## src/hw/rtl/twca_pkg.sv

```systemverilog
// ----------------------------------------------------------------------------
// twca_pkg - shared types and constants for the current averager
// Field widths, request codes and register indexes.
// ----------------------------------------------------------------------------
package twca_pkg;

    localparam int READING_BITS_DEF = 10;

    localparam int ELAPSED_W = 24;
    localparam int READING_W = 10;
    localparam int STAMP_W   = 32;
    localparam int AVG_W     = 18;
    localparam int MIN_INT_W = 16;
    localparam int WPU_W     = 24;
    localparam int WEIGHT_W  = 24;
    localparam int DEN_W     = 25;
    localparam int NUM_W     = 42;
    localparam int ACC_W     = 48;
    localparam int CNT_W     = 6;
    localparam int CFG_W     = 24;

    typedef enum logic {
        OP_SAMPLE = 1'b0,
        OP_CLEAR  = 1'b1
    } t_op;

    typedef enum logic {
        CFG_MIN_INTERVAL  = 1'b0,
        CFG_WEIGHT_PER_US = 1'b1
    } t_cfg_index;

    localparam logic [WPU_W-1:0] WPU_RESET = 24'h010000;

endpackage

```

## src/hw/rtl/time_weighted_current_average.sv

```systemverilog
// A sample request is taken in S_IDLE, then 24 multiply steps for the weight,
// 1 saturate step, 18 multiply steps for the numerator and 42 divide steps, all
// on one shared 48-bit add/subtract unit; a clear or ignored request goes straight
// to S_DONE. The next request is taken once the result has left S_DONE.
// The output register lets the next request in while a result waits.
// Synchronous active-low reset clears average, peak, stamp, minimum interval and output valid, and sets weight per us.
// ----------------------------------------------------------------------------
// time_weighted_current_average - motor-current running average with peak
// Weighted average of ADC readings, weight grows with elapsed time;
// division by an iterative restoring divider on a shared adder.
// ----------------------------------------------------------------------------
module time_weighted_current_average
    import twca_pkg::*;
#(
    parameter int READING_BITS = READING_BITS_DEF
) (
    input  logic                 i_clk,
    input  logic                 i_rst_n,
    // configuration
    input  logic                 i_cfg_we,
    input  logic                 i_cfg_index,
    input  logic [CFG_W-1:0]     i_cfg_data,
    // request channel
    input  logic                 i_in_valid,
    output logic                 o_in_stall,
    input  logic                 i_op,
    input  logic [ELAPSED_W-1:0] i_elapsed_us,
    input  logic [READING_W-1:0] i_reading,
    input  logic [STAMP_W-1:0]   i_sample_stamp,
    // result channel
    output logic                 o_out_valid,
    input  logic                 i_out_stall,
    output logic                 o_accepted,
    output logic [AVG_W-1:0]     o_average,
    output logic [AVG_W-1:0]     o_peak
);

    // readings wider than the port are limited by the port itself
    localparam int RD_USE = (READING_BITS < READING_W) ? READING_BITS : READING_W;

    typedef enum logic [2:0] {
        S_IDLE,
        S_MUL_W,
        S_SAT,
        S_MUL_N,
        S_DIV,
        S_DONE
    } t_state;

    t_state                 r_state;
    logic [MIN_INT_W-1:0]   r_min_interval;
    logic [WPU_W-1:0]       r_wpu;
    logic [AVG_W-1:0]       r_avg;
    logic [AVG_W-1:0]       r_peak;
    logic [STAMP_W-1:0]     r_stamp;
    logic [READING_W-1:0]   r_reading;
    logic [ACC_W-1:0]       r_acc;
    logic [ACC_W-1:0]       r_mc;
    logic [WPU_W-1:0]       r_mr;
    logic [DEN_W-1:0]       r_den;
    logic [DEN_W-1:0]       r_rem;
    logic [NUM_W-1:0]       r_nq;
    logic [CNT_W-1:0]       r_cnt;
    logic                   r_res_acc;
    logic                   r_out_valid;
    logic                   r_accepted;
    logic [AVG_W-1:0]       r_average;
    logic [AVG_W-1:0]       r_peak_out;

    logic [READING_W-1:0]   w_reading;
    logic [WEIGHT_W-1:0]    w_weight;
    logic [DEN_W:0]         w_rem_sh;
    logic [ACC_W-1:0]       u_a;
    logic [ACC_W-1:0]       u_b;
    logic                   u_sub;
    logic [ACC_W-1:0]       u_sum;
    logic                   w_borrow;
    logic [DEN_W-1:0]       n_rem;
    logic [NUM_W-1:0]       n_nq;
    logic [AVG_W-1:0]       n_avg;
    logic                   w_take;

    assign w_reading = READING_W'(i_reading[RD_USE-1:0]);
    assign w_take    = i_in_valid && (r_state == S_IDLE);

    // weight = product >> 8, saturated to 24 bits
    assign w_weight = (|r_acc[ACC_W-1:WEIGHT_W+8]) ? {WEIGHT_W{1'b1}}
                                                  : r_acc[WEIGHT_W+7:8];

    assign w_rem_sh = {r_rem, r_nq[NUM_W-1]};

    // shared add/subtract unit
    always_comb begin
        u_a   = r_acc;
        u_b   = '0;
        u_sub = 1'b0;
        unique case (r_state)
            S_MUL_W, S_MUL_N: begin
                u_a = r_acc;
                u_b = r_mr[0] ? r_mc : '0;
            end
            S_SAT: begin
                u_a = ACC_W'(w_weight);
                u_b = ACC_W'(256);
            end
            S_DIV: begin
                u_a   = ACC_W'(w_rem_sh);
                u_b   = ACC_W'(r_den);
                u_sub = 1'b1;
            end
            default: begin
                u_a = r_acc;
            end
        endcase
    end

    assign u_sum    = u_sub ? (u_a - u_b) : (u_a + u_b);
    assign w_borrow = u_sum[ACC_W-1];
    assign n_rem    = w_borrow ? w_rem_sh[DEN_W-1:0] : u_sum[DEN_W-1:0];
    assign n_nq     = {r_nq[NUM_W-2:0], ~w_borrow};
    assign n_avg    = (|n_nq[NUM_W-1:AVG_W]) ? {AVG_W{1'b1}} : n_nq[AVG_W-1:0];

    always_ff @(posedge i_clk) begin
        if (!i_rst_n) begin
            r_state        <= S_IDLE;
            r_out_valid    <= 1'b0;
            r_min_interval <= '0;
            r_wpu          <= WPU_RESET;
            r_avg          <= '0;
            r_peak         <= '0;
            r_stamp        <= '0;
        end else begin
            if (i_cfg_we) begin
                unique case (t_cfg_index'(i_cfg_index))
                    CFG_MIN_INTERVAL:  r_min_interval <= i_cfg_data[MIN_INT_W-1:0];
                    CFG_WEIGHT_PER_US: r_wpu          <= i_cfg_data[WPU_W-1:0];
                endcase
            end

            // a waiting result about to be replaced is handled in S_DONE
            if (r_out_valid && !i_out_stall && r_state != S_DONE) begin
                r_out_valid <= 1'b0;
            end

            unique case (r_state)
                S_IDLE: begin
                    if (w_take) begin
                        if (t_op'(i_op) == OP_CLEAR) begin
                            r_avg     <= '0;
                            r_peak    <= '0;
                            r_stamp   <= '0;
                            r_res_acc <= 1'b0;
                            r_state   <= S_DONE;
                        end else if (i_elapsed_us >= ELAPSED_W'(r_min_interval)
                                     && i_sample_stamp != r_stamp) begin
                            r_stamp   <= i_sample_stamp;
                            r_reading <= w_reading;
                            r_acc     <= '0;
                            r_mc      <= ACC_W'(i_elapsed_us);
                            r_mr      <= r_wpu;
                            r_cnt     <= CNT_W'(WPU_W);
                            r_res_acc <= 1'b1;
                            r_state   <= S_MUL_W;
                        end else begin
                            r_res_acc <= 1'b0;
                            r_state   <= S_DONE;
                        end
                    end
                end
                S_MUL_W, S_MUL_N: begin
                    r_acc <= u_sum;
                    r_mc  <= {r_mc[ACC_W-2:0], 1'b0};
                    r_mr  <= {1'b0, r_mr[WPU_W-1:1]};
                    if (r_cnt == CNT_W'(1)) begin
                        if (r_state == S_MUL_W) begin
                            r_state <= S_SAT;
                        end else begin
                            r_nq    <= u_sum[NUM_W-1:0];
                            r_rem   <= '0;
                            r_cnt   <= CNT_W'(NUM_W);
                            r_state <= S_DIV;
                        end
                    end else begin
                        r_cnt <= r_cnt - CNT_W'(1);
                    end
                end
                S_SAT: begin
                    // denominator and numerator seed reading << 16
                    r_den   <= u_sum[DEN_W-1:0];
                    r_acc   <= ACC_W'({r_reading, 16'h0000});
                    r_mc    <= ACC_W'(w_weight);
                    r_mr    <= WPU_W'(r_avg);
                    r_cnt   <= CNT_W'(AVG_W);
                    r_state <= S_MUL_N;
                end
                S_DIV: begin
                    r_rem <= n_rem;
                    r_nq  <= n_nq;
                    r_cnt <= r_cnt - CNT_W'(1);
                    if (r_cnt == CNT_W'(1)) begin
                        r_avg <= n_avg;
                        if (n_avg > r_peak) begin
                            r_peak <= n_avg;
                        end
                        r_state <= S_DONE;
                    end
                end
                S_DONE: begin
                    if (!r_out_valid || !i_out_stall) begin
                        r_out_valid <= 1'b1;
                        r_accepted  <= r_res_acc;
                        r_average   <= r_avg;
                        r_peak_out  <= r_peak;
                        r_state     <= S_IDLE;
                    end
                end
                default: begin
                    r_state <= S_IDLE;
                end
            endcase
        end
    end

    assign o_in_stall  = (r_state != S_IDLE);
    assign o_out_valid = r_out_valid;
    assign o_accepted  = r_accepted;
    assign o_average   = r_average;
    assign o_peak      = r_peak_out;

endmodule
```

## config.mk

```make
export PLATFORM = sky130hd
export DESIGN_NAME = time_weighted_current_average
export DESIGN_NICKNAME = d
export VERILOG_FILES = /design/src/hw/rtl/twca_pkg.sv /design/src/hw/rtl/time_weighted_current_average.sv
export SDC_FILE = /design/constraint.sdc
export NUM_CORES = 1
export LEC_CHECK = 0
export BUFFER_PORTS_ARGS = -buffer_cell sky130_fd_sc_hd__buf_2
export CELL_PAD_IN_SITES_DETAIL_PLACEMENT = 1
export CELL_PAD_IN_SITES_GLOBAL_PLACEMENT = 1
export CORE_ASPECT_RATIO = 0.9
export CORE_MARGIN = 5
export CORE_UTILIZATION = 52
export DETAILED_ROUTE_END_ITERATION = 10
export PLACE_DENSITY = 0.95
export SLEW_MARGIN = 20
export SYNTH_ARGS = -nofsm -noshare
export SYNTH_HDL_FRONTEND = slang
export SYNTH_SLANG_ARGS = --single-unit
export TNS_END_PERCENT = 20
```

## constraint.sdc

```tcl
create_clock -name i_clk -period 26.2 [get_ports i_clk]
set_clock_uncertainty 0.15 [all_clocks]
set_input_delay 2.62 -clock i_clk [delete_from_list [all_inputs] [get_ports i_clk]]
set_output_delay 2.62 -clock i_clk [all_outputs]
set_load 0.05 [all_outputs]
```

==> flow_metrics.env, run 1 <==
export IMPL_setup_viol=0
export IMPL_dr_pass1_iters=7
export IMPL_area_growth_pct=11.6
export IMPL_finalCoreUtilization_pct=58.6
export IMPL_grt_pass1_vias=18900
export IMPL_ys_ff_latch=378
export IMPL_hold_viol_final=0
export IMPL_synth_cell_types=75
export IMPL_drive_gt1_share_pct=11.6
export IMPL_synth_edff_count=266
export IMPL_rsz0062_at_grt="no"
export IMPL_path_class="flop to flop"
export IMPL_cp_max_fo=61
export IMPL_synth_area_top_cells="edfxtp_1, dfxtp_1, ha_1, nand2_1, nor2_1"
export IMPL_cts_hold_buf=0
export IMPL_antenna_found_initial=3
export IMPL_place_congestion=0.988
export IMPL_vias=18500
export IMPL_cts_tree="built"
export IMPL_dp_hpwl_um=50800
export IMPL_cts_root_buf="clkbuf_16"
export IMPL_slew_headroom_pct=28.9
export IMPL_fillers=4363
export IMPL_tightest_slew_ns=1.07
export IMPL_p_leak_nw=8.93
export IMPL_grt_max_degree=78
export IMPL_die_h_um=199
export IMPL_die_area_um2=43900
export IMPL_seqCellArea_um2=10200
export IMPL_ctsResizeCount=0
export IMPL_core_um2=39500
export IMPL_synth_commonest_cells="edfxtp_1, nand2_1, nor2_1, o21ai_0, a21oi_1"
export IMPL_synth_area_um2=20700
export IMPL_cts_sinks=378
export IMPL_cp_slowest_cell="nor3b_4"
export IMPL_hold_slack_ns=0.313
export IMPL_clkLatencyLatePin_ns=0.58
export IMPL_worst_path_largest_cell_delay_ns=0.85
export IMPL_start_util_pct=52.5
export IMPL_nNetsFinal=2381
export IMPL_antenna_left=0
export IMPL_vias_per_cell=6.70
export IMPL_drv_slew=0
export IMPL_avgSynthCellArea_um2=9.77
export IMPL_yosysTopAreaCellShare_pct=38.6
export IMPL_wl_um=76700
export IMPL_hold_start="r_peak[7]$_SDFFE_PN0P_"
export IMPL_postSynth_asyncResetShare_pct=0
export IMPL_overflow=0
export IMPL_cpMostUsedCell="a21oi_1"
export IMPL_grt_pass1_wl_um=115000
export IMPL_fin_crit_ns=9.22
export IMPL_ys_warn_count=0
export IMPL_ios=136
export IMPL_multi_input_area_um2=9700
export IMPL_cts_buffer_depth=3
export IMPL_wire_per_inst_um=27.8
export IMPL_drc_errors=0
export IMPL_crit_path_end_kind="flop"
export IMPL_finalPower_w=0.00186
export IMPL_synth_net_count=2303
export IMPL_cts_clk_slew_worst_paths_ns=0.07
export IMPL_h_tree_depth=2
export IMPL_cap_violations=0
export IMPL_crit_arrival_ns=9.57
export IMPL_numCtsBuffers=42
export IMPL_grtUsageTotal_pct=34.1
export IMPL_post_cts_buffers=0
export IMPL_hp_class="flop to flop"
export IMPL_worstPathRequired_ns=26.54
export IMPL_setup_tns_ns=0
export IMPL_port_buffers=135
export IMPL_yosysTopAreaCell="edfxtp_1"
export IMPL_row_count=69
export IMPL_cellPowerDensity_nw_per_um2=80.5
export IMPL_synthCells=2120
export IMPL_synth_main_ff_cell="edfxtp_1"
export IMPL_crit_path_start="r_state[0]$_SDFFE_PN0P_"
export IMPL_drtIter0Drc=2413
export IMPL_dieWidth_um=220
export IMPL_seq_area_frac_synth_pct=49.4
export IMPL_outcome="finished clean"
export IMPL_finalCritPeriodShare_pct=35.2
export IMPL_r2r_start="r_state[0]$_SDFFE_PN0P_"
export IMPL_max_freq_mhz=108
export IMPL_start_kind="flop"
export IMPL_ir_worst_vdd_mv=0.0512
## worst max-delay path, delay by kind of cell, from the launching register on
kind	cells	cell delay (ns)
fa+ha+maj	3	0.96
xor+xnor	2	0.49
buf+inv	5	1.80
compound gates	14	3.17
flops	1	0.31
simple gates	7	2.17
## report_power, final
| part | switching (W) | internal [W] |
|---|---|---|
| combinational | 0.000377 | 0.000174 |
| sequential | 0.0000223 | 0.000700 |
| clock | 0.000258 | 0.000330 |
## layout by cell type (no fill, tap or decap), drive strengths merged, types with 48 or more instances in the layout
cell / synthesis / final
and2: 61 / 61
clkbuf: 96 / 54
a22o: 48 / 48
o21ai: 133 / 133
buf: 29 / 159
xor2: 57 / 57
inv: 88 / 91
a21oi: 125 / 125
nand2: 267 / 267
dfxtp: 112 / 112
ha: 85 / 85
nor2: 197 / 197
edfxtp: 266 / 266
## registers in the layout (all words and copies together), names as in the netlist
signal          flops
r_wpu              24
r_rem              25
r_reading          10
r_min_interval     16
r_peak             18
o_out_valid         1
o_accepted          1
r_mr               24
r_mc               48
r_cnt               6
r_avg              18
r_stamp            32
o_average          18
r_state             3
r_acc              48
r_den              25
r_nq               42
o_peak             18
r_res_acc           1
## metrics by stage
step | cell area, um2 | setup slack (ns) | std cells
after CTS | 23100 | 17.19 | 2761
after floorplan | 20700 | 15.51 | 2120
after detailed placement | 21800 | 17.39 | 2686
final | 23100 | 16.98 | 2763
after global routing | 23100 | 16.52 | 2762
after global placement | 21800 | 17.63 | 2685
## routing by layer
metal | vias up | GRT usage [%] | wire (um)
li1 | 7887 | - | -
met1 | 9191 | 43.1 | 28900
met2 | 1161 | 56.6 | 36600
met3 | 277 | 7.01 | 7140
met4 | 4 | 15.5 | 4030
met5 | - | 0 | 27
## layout make-up
cell class                      count  share of cell area (%)
Timing Repair Buffer              159                    3.74
Clock inverter                     21                   0.682
Sequential cell                   378                    44.3
Clock buffer                       54                    4.97
Antenna cell                        2                  0.0217
Inverter                           90                    1.46
Tap cell                          532                    2.88
Multi-Input combinational cell   1527                    42.0
## final timing paths
path | to | slack, ns | depth (start not counted)
worst max register to register | r_peak[0]$_SDFFE_PN0P_ | 16.98 | 31
worst min register to register | o_peak[7]$_DFFE_PP_ | 0.31 | 0
worst min-delay path | o_peak[7]$_DFFE_PP_ | 0.31 | 0
worst max-delay path | r_peak[0]$_SDFFE_PN0P_ | 16.98 | 31
## cell families after synthesis
family                     count (synthesis)  synth area share (%)
DFF                                      378                  49.4
and+or+nand+nor                          730                  16.5
xor gates and xnor gates                 101                  4.27
AOI/OAI and AO/OA                        581                  19.0
adders and majority gates                 86                  5.23
buffers and inverters                    215                  4.16
muxes                                     29                  1.41
Power figures use the tool's default switching activity.
==> run 2: changes to the inputs <==
--- a/config.mk
+++ b/config.mk
@@ -5,14 +5,15 @@
 export SDC_FILE = /design/constraint.sdc
 export NUM_CORES = 1
 export LEC_CHECK = 0
+export ABC_AREA = 1
 export BUFFER_PORTS_ARGS = -buffer_cell sky130_fd_sc_hd__buf_2
 export CELL_PAD_IN_SITES_DETAIL_PLACEMENT = 1
 export CELL_PAD_IN_SITES_GLOBAL_PLACEMENT = 1
 export CORE_ASPECT_RATIO = 0.9
 export CORE_MARGIN = 5
-export CORE_UTILIZATION = 52
+export CORE_UTILIZATION = 42
 export DETAILED_ROUTE_END_ITERATION = 10
-export PLACE_DENSITY = 0.95
+export PLACE_DENSITY = 0.86
 export SLEW_MARGIN = 20
 export SYNTH_ARGS = -nofsm -noshare
 export SYNTH_HDL_FRONTEND = slang
==> constraint.sdc (replaced) <==
create_clock -name i_clk -period 8.11 [get_ports i_clk]
set_clock_uncertainty 0.15 [all_clocks]
set_input_delay 0.811 -clock i_clk [delete_from_list [all_inputs] [get_ports i_clk]]
set_output_delay 0.811 -clock i_clk [all_outputs]
set_load 0.05 [all_outputs]
==> run 2 against run 1 <==
  * Area after synthesis is 2.1% higher
  * Worst setup slack worse by 16 ns
  * Register-to-register slack worse by 16 ns
  * Core utilization is 11 points lower
  * Critical path depth is 5 higher
  * Sequential share of layout area is 1.5 points lower
==> flow_metrics.env, run 2 <==
export IMPL_outcome="finished clean"
export IMPL_synth_main_ff_cell="edfxtp_1"
export IMPL_cts_buffer_depth=3
export IMPL_synth_compound_area_share_pct=14.6
export IMPL_core_um2=50100
export IMPL_antenna_left=0
export IMPL_cts_tree="built"
export IMPL_start_kind="flop"
export IMPL_path_class="flop to flop"
export IMPL_synthCells=2501
export IMPL_cts_clk_slew_worst_paths_ns=0.06
export IMPL_setup_viol=0
export IMPL_overflow=0
export IMPL_drtIter0Drc=1608
export IMPL_die_h_um=223
export IMPL_instances_no_fill=3324
export IMPL_start_util_pct=42.2
export IMPL_yosysTopAreaCell="edfxtp_1"
export IMPL_ios=136
export IMPL_tightest_slew_ns=1.06
export IMPL_crit_path_start="r_state[2]$_SDFFE_PN0P_"
export IMPL_synth_mux_area_share_pct=0
export IMPL_max_freq_mhz=136
export IMPL_synth_net_count=2684
export IMPL_cts_root_buf="clkbuf_16"
export IMPL_numCtsBuffers=42
export IMPL_rsz0062_at_grt="no"
export IMPL_post_cts_buffers=0
export IMPL_grt_max_degree=93
export IMPL_cp_max_fo=54
export IMPL_reg2reg_depth=36
export IMPL_synth_fa_ha_area_share_pct=5.13
export IMPL_cts_sinks=378
export IMPL_avgSynthCellArea_um2=8.45
export IMPL_dieWidth_um=246
export IMPL_synth_simple_area_share_pct=20.1
export IMPL_dr_pass1_iters=7
export IMPL_path_buf_inv=8
export IMPL_place_congestion=0.957
export IMPL_setup_tns_ns=0
export IMPL_antenna_found_initial=4
export IMPL_postSynth_asyncResetShare_pct=0
export IMPL_synth_top_family_by_area="simple AND/OR/NAND/NOR gates"
export IMPL_synth_cell_types=56
export IMPL_nNetsFinal=2790
export IMPL_wire_per_inst_um=22.2
export IMPL_port_buffers=135
export IMPL_worst_path_largest_cell_delay_ns=0.60
export IMPL_ys_warn_count=0
export IMPL_ys_ff_latch=378
export IMPL_grt_pass1_wl_um=113000
export IMPL_h_tree_depth=2
export IMPL_largestRegisters="r_acc x48, r_mc x48, r_nq x42"
export IMPL_endpoint="r_peak[17]$_SDFFE_PN0P_"
export IMPL_crit_path_end_kind="flop"
export IMPL_final_common_cell="nand2_1"
export IMPL_drc_errors=0
export IMPL_dp_cells=3243
export IMPL_drv_slew=0
export IMPL_ctsResizeCount=0
export IMPL_die_area_um2=54900
export IMPL_final_area_um2=23900
export IMPL_area_growth_pct=13.1
export IMPL_yosysMostFrequentCell="nand2_1"
export IMPL_vias=18900
export IMPL_placed_area_um2=22400
export IMPL_r2r_start="r_state[2]$_SDFFE_PN0P_"
export IMPL_grt_pass1_vias=19500
export IMPL_synth_xor_area_share_pct=4.39
export IMPL_yosysTopAreaCellShare_pct=37.8
export IMPL_slew_headroom_pct=28.8
export IMPL_synth_area_um2=21100
export IMPL_synth_edff_count=266
export IMPL_r2r_slack_ns=0.78
export IMPL_clkLatencyLatePin_ns=0.59
export IMPL_synth_commonest_cells="nand2_1, nor2_1, inv_1, edfxtp_1, o21ai_0"
export IMPL_r2r_end="r_peak[17]$_SDFFE_PN0P_"
export IMPL_drive_gt1_share_pct=11.4
export IMPL_worstPathRequired_ns=8.47
export IMPL_vias_per_cell=5.69
export IMPL_fin_crit_ns=7.33
export IMPL_grtUsageTotal_pct=26.0
export IMPL_cts_hold_buf=0
export IMPL_crit_arrival_ns=7.69
export IMPL_hold_viol_final=0
export IMPL_critical_path_top_delay_family="simple AND/OR/NAND/NOR gates"
export IMPL_cap_violations=0
export IMPL_finalCritPeriodShare_pct=90.4
export IMPL_cp_slowest_cell="inv_1"
export IMPL_crit_cells=36
export IMPL_wl_um=73700
export IMPL_row_count=78
export IMPL_dp_hpwl_um=55000
export IMPL_seq_area_frac_synth_pct=48.4
export IMPL_final_cell_mix="nand2_1, nor2_1, inv_1"
export IMPL_hp_class="primary input to flop"
export IMPL_synth_area_top_cells="edfxtp_1, dfxtp_1, nand2_1, ha_1, nor2_1"
## run 2: cell types whose count changed after synthesis, sizes merged, moves of 27 or more
cell	previous run	this run
a21o	40	4
a21oi	125	180
a221o	46	0
a22o	48	9
a22oi	20	63
and2	61	0
clkbuf	96	64
inv	88	290
mux2i	27	0
nand2	267	492
nand3	44	130
nor2	197	290
o21a	36	7
o21ai	133	213
## run 2: kinds of logic after synthesis
family / after synthesis
AOI/OAI and AO/OA: 525
xor gates and xnor gates: 106
adders and majority gates: 86
buffers and inverters: 397
DFF: 378
and+or+nand+nor: 1009
## run 2: worst register-to-register path, delay by kind of cell, from the launching register on
family / cells / cell delay [ns]
compound gates: 5 / 0.99
xor+xnor: 1 / 0.15
fa+ha+maj: 2 / 0.65
buf+inv: 8 / 1.85
flops: 1 / 0.47
simple gates: 20 / 3.01
## run 2: area by class of cell
cell class | count | area, um2
Clock inverter | 20 | 185
Multi-Input combinational cell | 1726 | 9360
Inverter | 295 | 1110
Fill cell | 6006 | 26200
Tap cell | 680 | 851
Sequential cell | 378 | 10200
Timing Repair Buffer | 164 | 893
Antenna cell | 3 | 7.51
Clock buffer | 58 | 1250
## run 2: metal layers
layer / up-vias / global-route usage, % / part of all wire (%)
met4: 0 / 10.1 / 4.0
met2: 725 / 41.4 / 46
met1: 9302 / 34.8 / 43
met3: 168 / 5.64 / 7.7
li1: 8713 / - / -
met5: - / 0 / 0
## run 2: worst min-delay path by stage
stage	from	endpoint	cells after the start
3_3_place_gp	r_peak[11]$_SDFFE_PN0P_	o_peak[11]$_DFFE_PP_	0
5_1_grt	i_reading[4]	r_reading[4]$_DFFE_PP_	1
6_report	i_reading[4]	r_reading[4]$_DFFE_PP_	1
2_1_floorplan	r_res_acc$_SDFFCE_PP0P_	o_accepted$_DFFE_PP_	0
4_1_cts	i_reading[4]	r_reading[4]$_DFFE_PP_	1
3_5_place_dp	r_peak[16]$_SDFFE_PN0P_	o_peak[16]$_DFFE_PP_	0
## run 2: through the flow
step / hold WS, ns / setup slack, ns / util, %
floorplan: 0.250 / 0.460 / -
global placement: 0.265 / 1.29 / 44.8
detailed placement: 0.276 / 0.980 / 44.8
CTS: 0.234 / 0.913 / 47.7
global route: 0.253 / 0.187 / 47.7
finish: 0.264 / 0.781 / 47.7
Power of run 2 is left out: the tool's default activity adds up to more than one toggle a clock period on the data nets, which glitch-free logic cannot reach.
